<file path="src/rtl/core/s256sh_pkg.sv">
// Package for the streaming SHA-256 hasher: payload structs, state enum,
// round constants and round helper functions. No dependencies.
package s256sh_pkg;

   localparam int LengthCountBitsDefault = 32;
   localparam int QueueDepth = 4;

   typedef struct packed {
      logic [7:0] data_byte;
      logic       has_byte;
      logic       is_last;
   } req_payload_type;

   typedef struct packed {
      logic [63:0] digest_word;
      logic [1:0]  word_index;
      logic        last_word;
   } rsp_payload_type;

   typedef enum logic [2:0] {
      ST_IDLE,
      ST_ROUND,
      ST_FOLD,
      ST_EMIT
   } back_state_type;

   localparam logic [7:0] PadByte = 8'h80;

   localparam logic [255:0] InitialHash = {
      32'h6a09e667, 32'hbb67ae85, 32'h3c6ef372, 32'ha54ff53a,
      32'h510e527f, 32'h9b05688c, 32'h1f83d9ab, 32'h5be0cd19};

   function automatic logic [31:0] round_const(input logic [5:0] i);
      logic [31:0] k [64];
      k = '{32'h428a2f98,32'h71374491,32'hb5c0fbcf,32'he9b5dba5,
            32'h3956c25b,32'h59f111f1,32'h923f82a4,32'hab1c5ed5,
            32'hd807aa98,32'h12835b01,32'h243185be,32'h550c7dc3,
            32'h72be5d74,32'h80deb1fe,32'h9bdc06a7,32'hc19bf174,
            32'he49b69c1,32'hefbe4786,32'h0fc19dc6,32'h240ca1cc,
            32'h2de92c6f,32'h4a7484aa,32'h5cb0a9dc,32'h76f988da,
            32'h983e5152,32'ha831c66d,32'hb00327c8,32'hbf597fc7,
            32'hc6e00bf3,32'hd5a79147,32'h06ca6351,32'h14292967,
            32'h27b70a85,32'h2e1b2138,32'h4d2c6dfc,32'h53380d13,
            32'h650a7354,32'h766a0abb,32'h81c2c92e,32'h92722c85,
            32'ha2bfe8a1,32'ha81a664b,32'hc24b8b70,32'hc76c51a3,
            32'hd192e819,32'hd6990624,32'hf40e3585,32'h106aa070,
            32'h19a4c116,32'h1e376c08,32'h2748774c,32'h34b0bcb5,
            32'h391c0cb3,32'h4ed8aa4a,32'h5b9cca4f,32'h682e6ff3,
            32'h748f82ee,32'h78a5636f,32'h84c87814,32'h8cc70208,
            32'h90befffa,32'ha4506ceb,32'hbef9a3f7,32'hc67178f2};
      return k[i];
   endfunction

   function automatic logic [31:0] rotr(input logic [31:0] x, input int n);
      return (x >> n) | (x << (32 - n));
   endfunction

endpackage

</file>
<file path="src/rtl/core/s256sh_queue.sv">
// Short word queue between the byte front end and the compression back end.
// Depends on s256sh_pkg for the queue depth.
module s256sh_queue
   import s256sh_pkg::*;
#(
   parameter int Width = 8
) (
   input  logic             clock,
   input  logic             reset,
   input  logic             push,
   input  logic [Width-1:0] push_data,
   output logic             full,
   input  logic             pop,
   output logic [Width-1:0] pop_data,
   output logic             empty
);
   localparam int Aw = $clog2(QueueDepth);

   logic [Width-1:0] slot_ff [QueueDepth];
   logic [Aw-1:0]    wr_ff, rd_ff;
   logic [Aw:0]      count_ff;

   assign full     = (count_ff == (Aw+1)'(QueueDepth));
   assign empty    = (count_ff == '0);
   assign pop_data = slot_ff[rd_ff];

   always_ff @(posedge clock) begin
      if (push && !full) slot_ff[wr_ff] <= push_data;
   end

   always_ff @(posedge clock) begin
      if (reset) begin
         wr_ff <= '0;
         rd_ff <= '0;
         count_ff <= '0;
      end else begin
         if (push && !full) wr_ff <= wr_ff + 1'b1;
         if (pop && !empty) rd_ff <= rd_ff + 1'b1;
         case ({push && !full, pop && !empty})
            2'b10:   count_ff <= count_ff + 1'b1;
            2'b01:   count_ff <= count_ff - 1'b1;
            default: count_ff <= count_ff;
         endcase
      end
   end
endmodule

</file>
<file path="src/rtl/core/s256sh_back.sv">
// Back end: block buffer, padding, 64-round compression and digest output.
// Depends on s256sh_pkg for payload types, constants and the state enum.
module s256sh_back
   import s256sh_pkg::*;
#(
   parameter int LengthCountBits = LengthCountBitsDefault
) (
   input  logic            clock,
   input  logic            reset,
   input  logic            q_empty,
   input  req_payload_type q_data,
   output logic            q_pop,
   output logic            rsp_valid,
   input  logic            rsp_stall,
   output rsp_payload_type rsp_payload
);
   back_state_type state_ff, state_in;

   logic [31:0] hash_ff [8];
   logic [31:0] v_ff [8];
   logic [31:0] w_ff [16];
   logic [5:0]  fill_ff;
   logic [5:0]  round_ff;
   logic [LengthCountBits-1:0] count_ff;
   // Closing phases: 0 none, 1 pad pending, 2 zero fill and length.
   logic [1:0]  close_ff;
   logic [1:0]  word_ff;
   logic        after_ff;
   // Set while the block being filled is the one that carries the length.
   logic        len_blk_ff;

   logic [7:0]  wr_byte;
   logic        wr_en;
   logic        start_round;
   logic [31:0] w_new, s0, s1, t1, t2, e, a;
   logic [63:0] bits;

   assign bits = 64'(count_ff) << 3;
   assign e = v_ff[4];
   assign a = v_ff[0];
   assign t1 = v_ff[7] + (rotr(e,6) ^ rotr(e,11) ^ rotr(e,25))
             + ((e & v_ff[5]) ^ (~e & v_ff[6])) + round_const(round_ff) + w_ff[0];
   assign t2 = (rotr(a,2) ^ rotr(a,13) ^ rotr(a,22))
             + ((a & v_ff[1]) ^ (a & v_ff[2]) ^ (v_ff[1] & v_ff[2]));
   assign s0 = rotr(w_ff[1],7) ^ rotr(w_ff[1],18) ^ (w_ff[1] >> 3);
   assign s1 = rotr(w_ff[14],17) ^ rotr(w_ff[14],19) ^ (w_ff[14] >> 10);
   assign w_new = s1 + w_ff[9] + s0 + w_ff[0];

   assign rsp_valid = (state_ff == ST_EMIT);
   assign rsp_payload.digest_word = {hash_ff[{word_ff, 1'b0}], hash_ff[{word_ff, 1'b1}]};
   assign rsp_payload.word_index  = word_ff;
   assign rsp_payload.last_word   = (word_ff == 2'd3);

   // Byte feeding in idle (a queued byte, the pad, zero fill, or length) and the next state.
   always_comb begin
      q_pop = 1'b0;
      wr_en = 1'b0;
      wr_byte = 8'h00;
      state_in = state_ff;
      start_round = 1'b0;
      case (state_ff)
         ST_IDLE: begin
            if (close_ff == 2'd1) begin
               wr_en = 1'b1;
               wr_byte = PadByte;
            end else if (close_ff == 2'd2) begin
               wr_en = 1'b1;
               if (len_blk_ff && fill_ff >= 6'd56)
                  wr_byte = bits[{3'd7 - fill_ff[2:0], 3'b111} -: 8];
            end else if (!q_empty) begin
               q_pop = 1'b1;
               wr_en = q_data.has_byte;
               wr_byte = q_data.data_byte;
            end
            if (wr_en && fill_ff == 6'd63) start_round = 1'b1;
            if (start_round) state_in = ST_ROUND;
         end
         ST_ROUND: if (round_ff == 6'd63) state_in = ST_FOLD;
         ST_FOLD: state_in = after_ff ? ST_EMIT : ST_IDLE;
         ST_EMIT: if (!rsp_stall && word_ff == 2'd3) state_in = ST_IDLE;
         default: state_in = ST_IDLE;
      endcase
   end

   always_ff @(posedge clock) begin
      if (wr_en && state_ff == ST_IDLE) begin
         w_ff[fill_ff[5:2]] <= {w_ff[fill_ff[5:2]][23:0], wr_byte};
      end
      if (start_round) begin
         for (int i = 0; i < 8; i++) v_ff[i] <= hash_ff[i];
      end
      if (state_ff == ST_ROUND) begin
         for (int i = 0; i < 15; i++) w_ff[i] <= w_ff[i+1];
         w_ff[15] <= w_new;
         v_ff[7] <= v_ff[6]; v_ff[6] <= v_ff[5]; v_ff[5] <= v_ff[4];
         v_ff[4] <= v_ff[3] + t1;
         v_ff[3] <= v_ff[2]; v_ff[2] <= v_ff[1]; v_ff[1] <= v_ff[0];
         v_ff[0] <= t1 + t2;
      end
   end

   always_ff @(posedge clock) begin
      if (reset) begin
         state_ff <= ST_IDLE;
         fill_ff <= '0;
         round_ff <= '0;
         count_ff <= '0;
         close_ff <= '0;
         word_ff <= '0;
         after_ff <= 1'b0;
         len_blk_ff <= 1'b0;
         for (int i = 0; i < 8; i++) hash_ff[i] <= InitialHash[255 - 32*i -: 32];
      end else begin
         state_ff <= state_in;
         if (state_ff == ST_IDLE) begin
            if (wr_en) fill_ff <= fill_ff + 1'b1;
            if (close_ff == 2'd0 && q_pop) begin
               if (q_data.has_byte && count_ff != '1) count_ff <= count_ff + 1'b1;
               if (q_data.is_last) close_ff <= 2'd1;
            end else if (close_ff == 2'd1) begin
               close_ff <= 2'd2;
               // A pad past slot 55 leaves no room for the length here.
               len_blk_ff <= (fill_ff < 6'd56);
            end
            // The final block is the one whose last slot carries the length.
            if (close_ff == 2'd2 && len_blk_ff && fill_ff == 6'd63) after_ff <= 1'b1;
         end
         if (state_ff == ST_ROUND) round_ff <= round_ff + 1'b1;
         if (state_ff == ST_FOLD) begin
            for (int i = 0; i < 8; i++) hash_ff[i] <= hash_ff[i] + v_ff[i];
            if (after_ff) close_ff <= 2'd0;
            else if (close_ff == 2'd2) len_blk_ff <= 1'b1;
         end
         if (state_ff == ST_EMIT && !rsp_stall) begin
            word_ff <= word_ff + 1'b1;
            if (word_ff == 2'd3) begin
               after_ff <= 1'b0;
               len_blk_ff <= 1'b0;
               count_ff <= '0;
               fill_ff <= '0;
               for (int i = 0; i < 8; i++) hash_ff[i] <= InitialHash[255 - 32*i -: 32];
            end
         end
      end
   end
endmodule

</file>
<file path="src/rtl/core/s256sh_front.sv">
// Front end: takes request words, drops idle words and queues the rest.
// Depends on s256sh_pkg for the request payload type.
module s256sh_front
   import s256sh_pkg::*;
(
   input  logic            req_valid,
   output logic            req_stall,
   input  req_payload_type req_payload,
   input  logic            q_full,
   output logic            q_push
);
   // A word with neither a byte nor the last mark changes nothing.
   assign req_stall = q_full;
   assign q_push = req_valid && !q_full && (req_payload.has_byte || req_payload.is_last);
endmodule

</file>
<file path="src/rtl/core/sha256_stream_hasher_unit.sv">
// Top level of the streaming SHA-256 hasher.
// Depends on s256sh_pkg and the front, queue and back modules.
//
// Usage: the req channel carries one message word per handshake: a byte,
// a has_byte flag and an is_last flag. A word is taken at a rising edge
// with req_valid high and req_stall low. Words go into a four-entry queue,
// so the sender is stalled only when that queue fills.
// Bytes are packed into a 64-byte block at one byte per cycle while the
// back end is idle. When a block fills, the back end runs 64 rounds (one
// per cycle) on its single round unit, then a fold step, and takes no
// bytes meanwhile. On is_last the pad, zero fill and bit length are
// written one byte a cycle, pausing while a block is compressed, and the
// final block (one or two) is compressed. The digest then leaves on the
// rsp channel as four 64-bit words, index 0 to 3, the last flagged, one
// per cycle unless rsp_stall holds a word, which then stays. Synchronous
// reset restores the initial hash and empties the queue; no clearing pass
// is needed.
module sha256_stream_hasher_unit
   import s256sh_pkg::*;
#(
   parameter int LengthCountBits = LengthCountBitsDefault
) (
   input  logic            clock,
   input  logic            reset,
   input  logic            req_valid,
   output logic            req_stall,
   input  req_payload_type req_payload,
   output logic            rsp_valid,
   input  logic            rsp_stall,
   output rsp_payload_type rsp_payload
);
   logic            q_full, q_empty, q_push, q_pop;
   req_payload_type q_data;

   s256sh_front u_front (
      .req_valid, .req_stall, .req_payload, .q_full, .q_push);

   s256sh_queue #(.Width($bits(req_payload_type))) u_queue (
      .clock, .reset, .push(q_push), .push_data(req_payload), .full(q_full),
      .pop(q_pop), .pop_data(q_data), .empty(q_empty));

   s256sh_back #(.LengthCountBits(LengthCountBits)) u_back (
      .clock, .reset, .q_empty, .q_data, .q_pop, .rsp_valid, .rsp_stall,
      .rsp_payload);
endmodule

</file>
<file path="config.mk">
export PLATFORM = sky130hd
export DESIGN_NAME = sha256_stream_hasher_unit
export DESIGN_NICKNAME = d
export VERILOG_FILES = /design/src/rtl/core/s256sh_pkg.sv /design/src/rtl/core/s256sh_queue.sv /design/src/rtl/core/s256sh_back.sv /design/src/rtl/core/s256sh_front.sv /design/src/rtl/core/sha256_stream_hasher_unit.sv
export SDC_FILE = /design/constraint.sdc
export NUM_CORES = 2
export LEC_CHECK = 0
export BUFFER_PORTS_ARGS = -buffer_cell sky130_fd_sc_hd__buf_2
export CAP_MARGIN = 0
export CORE_MARGIN = 2
export CORE_UTILIZATION = 41
export CTS_CLUSTER_SIZE = 25
export DETAILED_ROUTE_END_ITERATION = 7
export PLACE_DENSITY = 0.57
export SYNTH_ARGS = -nofsm -noshare
export SYNTH_HDL_FRONTEND = slang
export SYNTH_SLANG_ARGS = --single-unit
</file>
<file path="constraint.sdc">
create_clock -name clock -period 17.8 [get_ports clock]
set_input_delay 5.34 -clock clock [delete_from_list [all_inputs] [get_ports clock]]
set_output_delay 5.34 -clock clock [all_outputs]
set_load 0.02 [all_outputs]
</file>
==> impl_metrics.ini <==
[global_routing]
grt_overflow = 0
grt_max_degree = 111
track_usage_pct = 27.62
grt_pass1_wl_um = 380800
grt_pass1_vias = 55720
antenna_found_initial = 5

[sta]
finalSetupTns_ns = 0
maxSlewViolCount = 0
grt_setup_unrepaired = false
timing.final.ws_setup_ns = 7.826
finalHoldViolCount = 0
whs_ns = 0.4942
period_share_pct = 56.03
maxSlewHeadroom_pct = 12.74
skew_ns = 0.03194
fin_crit_ns = 9.974
fmax_mhz = 100.3
setup_violations = 0
worstMarginPinSlew_ns = 1.300

[placed_design]
hpwl_um = 189900
placedCellCount = 9389
gp_congestion = 0.9760
portBuffers = 82
place_ws_ns = 7.932

[synth]
netlist_instances = 7174
ys_seq_area_share_pct = 42.39
yosys.area.top_type = edfxtp_1
synth_edf_count = 936
ys_seq_elements = 1127
synth_cell_types = 81
syn_area_mm2 = 0.07532
synthArstFlopShare_pct = 0
synthTopCellsByArea = edfxtp_1 (37%), a21o_1 (7.0%), ha_1 (6.7%), mux4_2 (6.1%), nand2_1 (5.4%)
yosys_warnings = 0
yosys.area.top_type_share_pct = 37.32
ys.flop_type = edfxtp_1
synth_nets = 7786
avgSynthCellArea_um2 = 10.50

[clock_tree]
clock-sinks = 1127
root_buffer = clkbuf_16
clock_path_buffers = 3
cts_buffers = 139
cts_hold_buf = 0
htree_levels = 4
clock_latency_ns = 0.81
cts-resized-gates = 0
post_cts_buffers = 0
cts_tree = done
cts.clk_slew.worst_paths_ns = 0.06

[routing]
route.detailed.drc = 0
detail-route-antenna-nets = 0
firstDrtPassIters = 6
avgViaCountPerCell = 5.916
dr_total_vias = 57040
drt_iter0_markers = 5449
wl_per_cell_um = 27.04
drt_wl_total_um = 260700

[worst_setup_path]
required_ns = 18.32
path_buf_inv = 6
end_kind = flip-flop
crit_type = flip-flop to flip-flop
arrival_ns = 10.49
cpPeakStageDelay_ns = 0.55
cp_slowest_cell = dfxtp_1
crit_fanout = 22
critPathLaunchType = flip-flop
crit_family = compound AO/OA/AOI/OAI gates

[power]
power.density_mw_per_mm2 = 147.4
vdd_ir_drop_max_mv = 0.1404
total_power_uw = 12200
p_leak_uw = 0.03373

[die]
die_x_um = 432.6
row_count = 157
pin_count = 83
die_area_mm2 = 0.1871
dieHeight_um = 432.6
initial_core_util_pct = 41.18
core_mm2 = 0.1829

[final_layout]
final_nets = 7678
final.fill_count = 17090
fin_cells = 9641
drive_gt1_share_pct = 9.297
area_growth_pct = 9.923

[status]
outcome = complete, no violations

[hold_path]
hp-class = flip-flop to flip-flop

[run]
cap_violations = 0
-- flip-flops by register name, summed over array words and instances, names as in the netlist, named ones only --
signal,flops
u_back.len_blk_ff,1
u_back.v_ff,256
u_back.count_ff,32
u_back.round_ff,6
u_back.after_ff,1
u_queue.slot_ff,40
u_queue.count_ff,3
u_back.state_ff,2
u_back.hash_ff,256
u_queue.rd_ff,2
u_back.w_ff,512
u_back.close_ff,2
u_back.word_ff,2
u_queue.wr_ff,2
u_back.fill_ff,6
-- cells in the mapped netlist (32+ instances only) --
library cell  instances
a211oi_1             52
xor2_1              194
fa_1                196
o211ai_1             58
nand2_1            1089
nand2b_1             62
nand4_1              32
inv_1               288
o21ai_0             340
a31oi_1              51
mux2i_1              41
and3_1               33
ha_1                402
nand3_1              91
mux4_2              205
a21oi_1             430
nor2b_1              50
a21o_1              704
clkbuf_1            368
nor3_1               60
o21a_1               44
and2_1               48
xnor2_1             407
o21bai_1             32
o31ai_1              37
edfxtp_1            936
nor2_1              341
dfxtp_1             191
buf_1                56
-- cells in the final DEF (no fill, tap or decap), types with 16 or more instances in the layout --
master | Yosys | routed
nand2_1 | 1089 | 1085
edfxtp_1 | 936 | 936
a21o_1 | 704 | 703
a21oi_1 | 430 | 429
xnor2_1 | 407 | 407
ha_1 | 402 | 402
nor2_1 | 341 | 338
o21ai_0 | 340 | 329
inv_1 | 288 | 288
mux4_2 | 205 | 205
fa_1 | 196 | 196
xor2_1 | 194 | 194
dfxtp_1 | 191 | 181
clkbuf_16 | 0 | 140
buf_4 | 0 | 98
nand3_1 | 91 | 91
buf_2 | 5 | 82
nand2b_1 | 62 | 61
nor3_1 | 60 | 60
o211ai_1 | 58 | 58
a211oi_1 | 52 | 52
a31oi_1 | 51 | 51
nor2b_1 | 50 | 49
and2_1 | 48 | 48
o21a_1 | 44 | 44
mux2i_1 | 41 | 41
and3_1 | 33 | 33
o31ai_1 | 37 | 33
nand4_1 | 32 | 32
o21bai_1 | 32 | 32
or3_1 | 30 | 30
clkbuf_1 | 368 | 29
maj3_1 | 26 | 26
clkinv_2 | 0 | 22
a221oi_1 | 21 | 21
or2_2 | 18 | 18
clkinv_1 | 1 | 18
a211o_1 | 16 | 16
-- path summary, 6_finish.rpt --
| path | startpoint | endpoint | slack [ns] | depth (start not counted) |
|---|---|---|---|---|
| setup / recovery | u_back.round_ff[1] | u_back.v_ff[0][30] | 7.83 | 37 |
| hold / removal | u_back.hash_ff[5][8] | u_back.hash_ff[5][8] | 0.49 | 2 |
| setup reg to reg | u_back.round_ff[1] | u_back.v_ff[0][30] | 7.83 | 37 |
| hold reg to reg | u_back.hash_ff[5][8] | u_back.hash_ff[5][8] | 0.49 | 2 |
-- metal layers --
metal  part of all wire [%]  vias up  GRT usage (%)  wire length (um)
li1                       -    25760              -                 -
met1                     42    28730          36.81            109500
met2                     47     2084          45.17            122600
met3                    6.3      459          3.624             16330
met4                    4.7        2          11.77             12320
met5                 0.0050        -              0                13
-- cell families (layout without fill, tap and decap cells) --
group           after synthesis  in the layout  share of synthesized area [%]
compound gates             1946           1946                          17.09
xor+xnor                    601            601                          6.989
fa+ha+maj                   624            624                          12.23
buf+inv                     719            719                          3.592
flops                      1127           1127                          42.39
mux                         254            254                          6.794
other cells                   0              3                              0
simple gates               1903           1903                          10.90
-- report_power, final --
part | internal (uW) | leakage [uW] | switching, uW
Sequential | 3120 | 0.00996 | 177
Clock | 1640 | 0.00221 | 1240
Combinational | 2550 | 0.0216 | 3480
-- final cells by class --
class	instances	area [um2]	share of cell area [%]
clock buffers	179	3750	4.529
flip-flops and latches	1127	31960	38.60
inverters	290	1089	1.315
clock inverters	70	807.0	0.9748
repair buffers	180	1146	1.384
multi-input cells	5328	40950	49.46
well taps	2464	3083	3.724
diodes	3	7.507	0.009068
-- worst reg2reg max path, delay by kind of cell (launching register included) --
family / cells / cell delay [ns]
xor+xnor: 2 / 0.37
buf+inv: 6 / 0.99
flops: 1 / 0.55
fa+ha+maj: 7 / 2.96
simple gates: 7 / 1.31
compound gates: 15 / 3.50
-- through the flow --
stage | utilization, % | cell area [um2]
2_1_floorplan | - | 75320
3_3_place_gp | 42.77 | 78230
3_5_place_dp | 42.77 | 78230
4_1_cts | 45.27 | 82780
5_1_grt | 45.27 | 82790
6_report | 45.27 | 82790
Note: power is estimated with default switching activity, not from simulation.
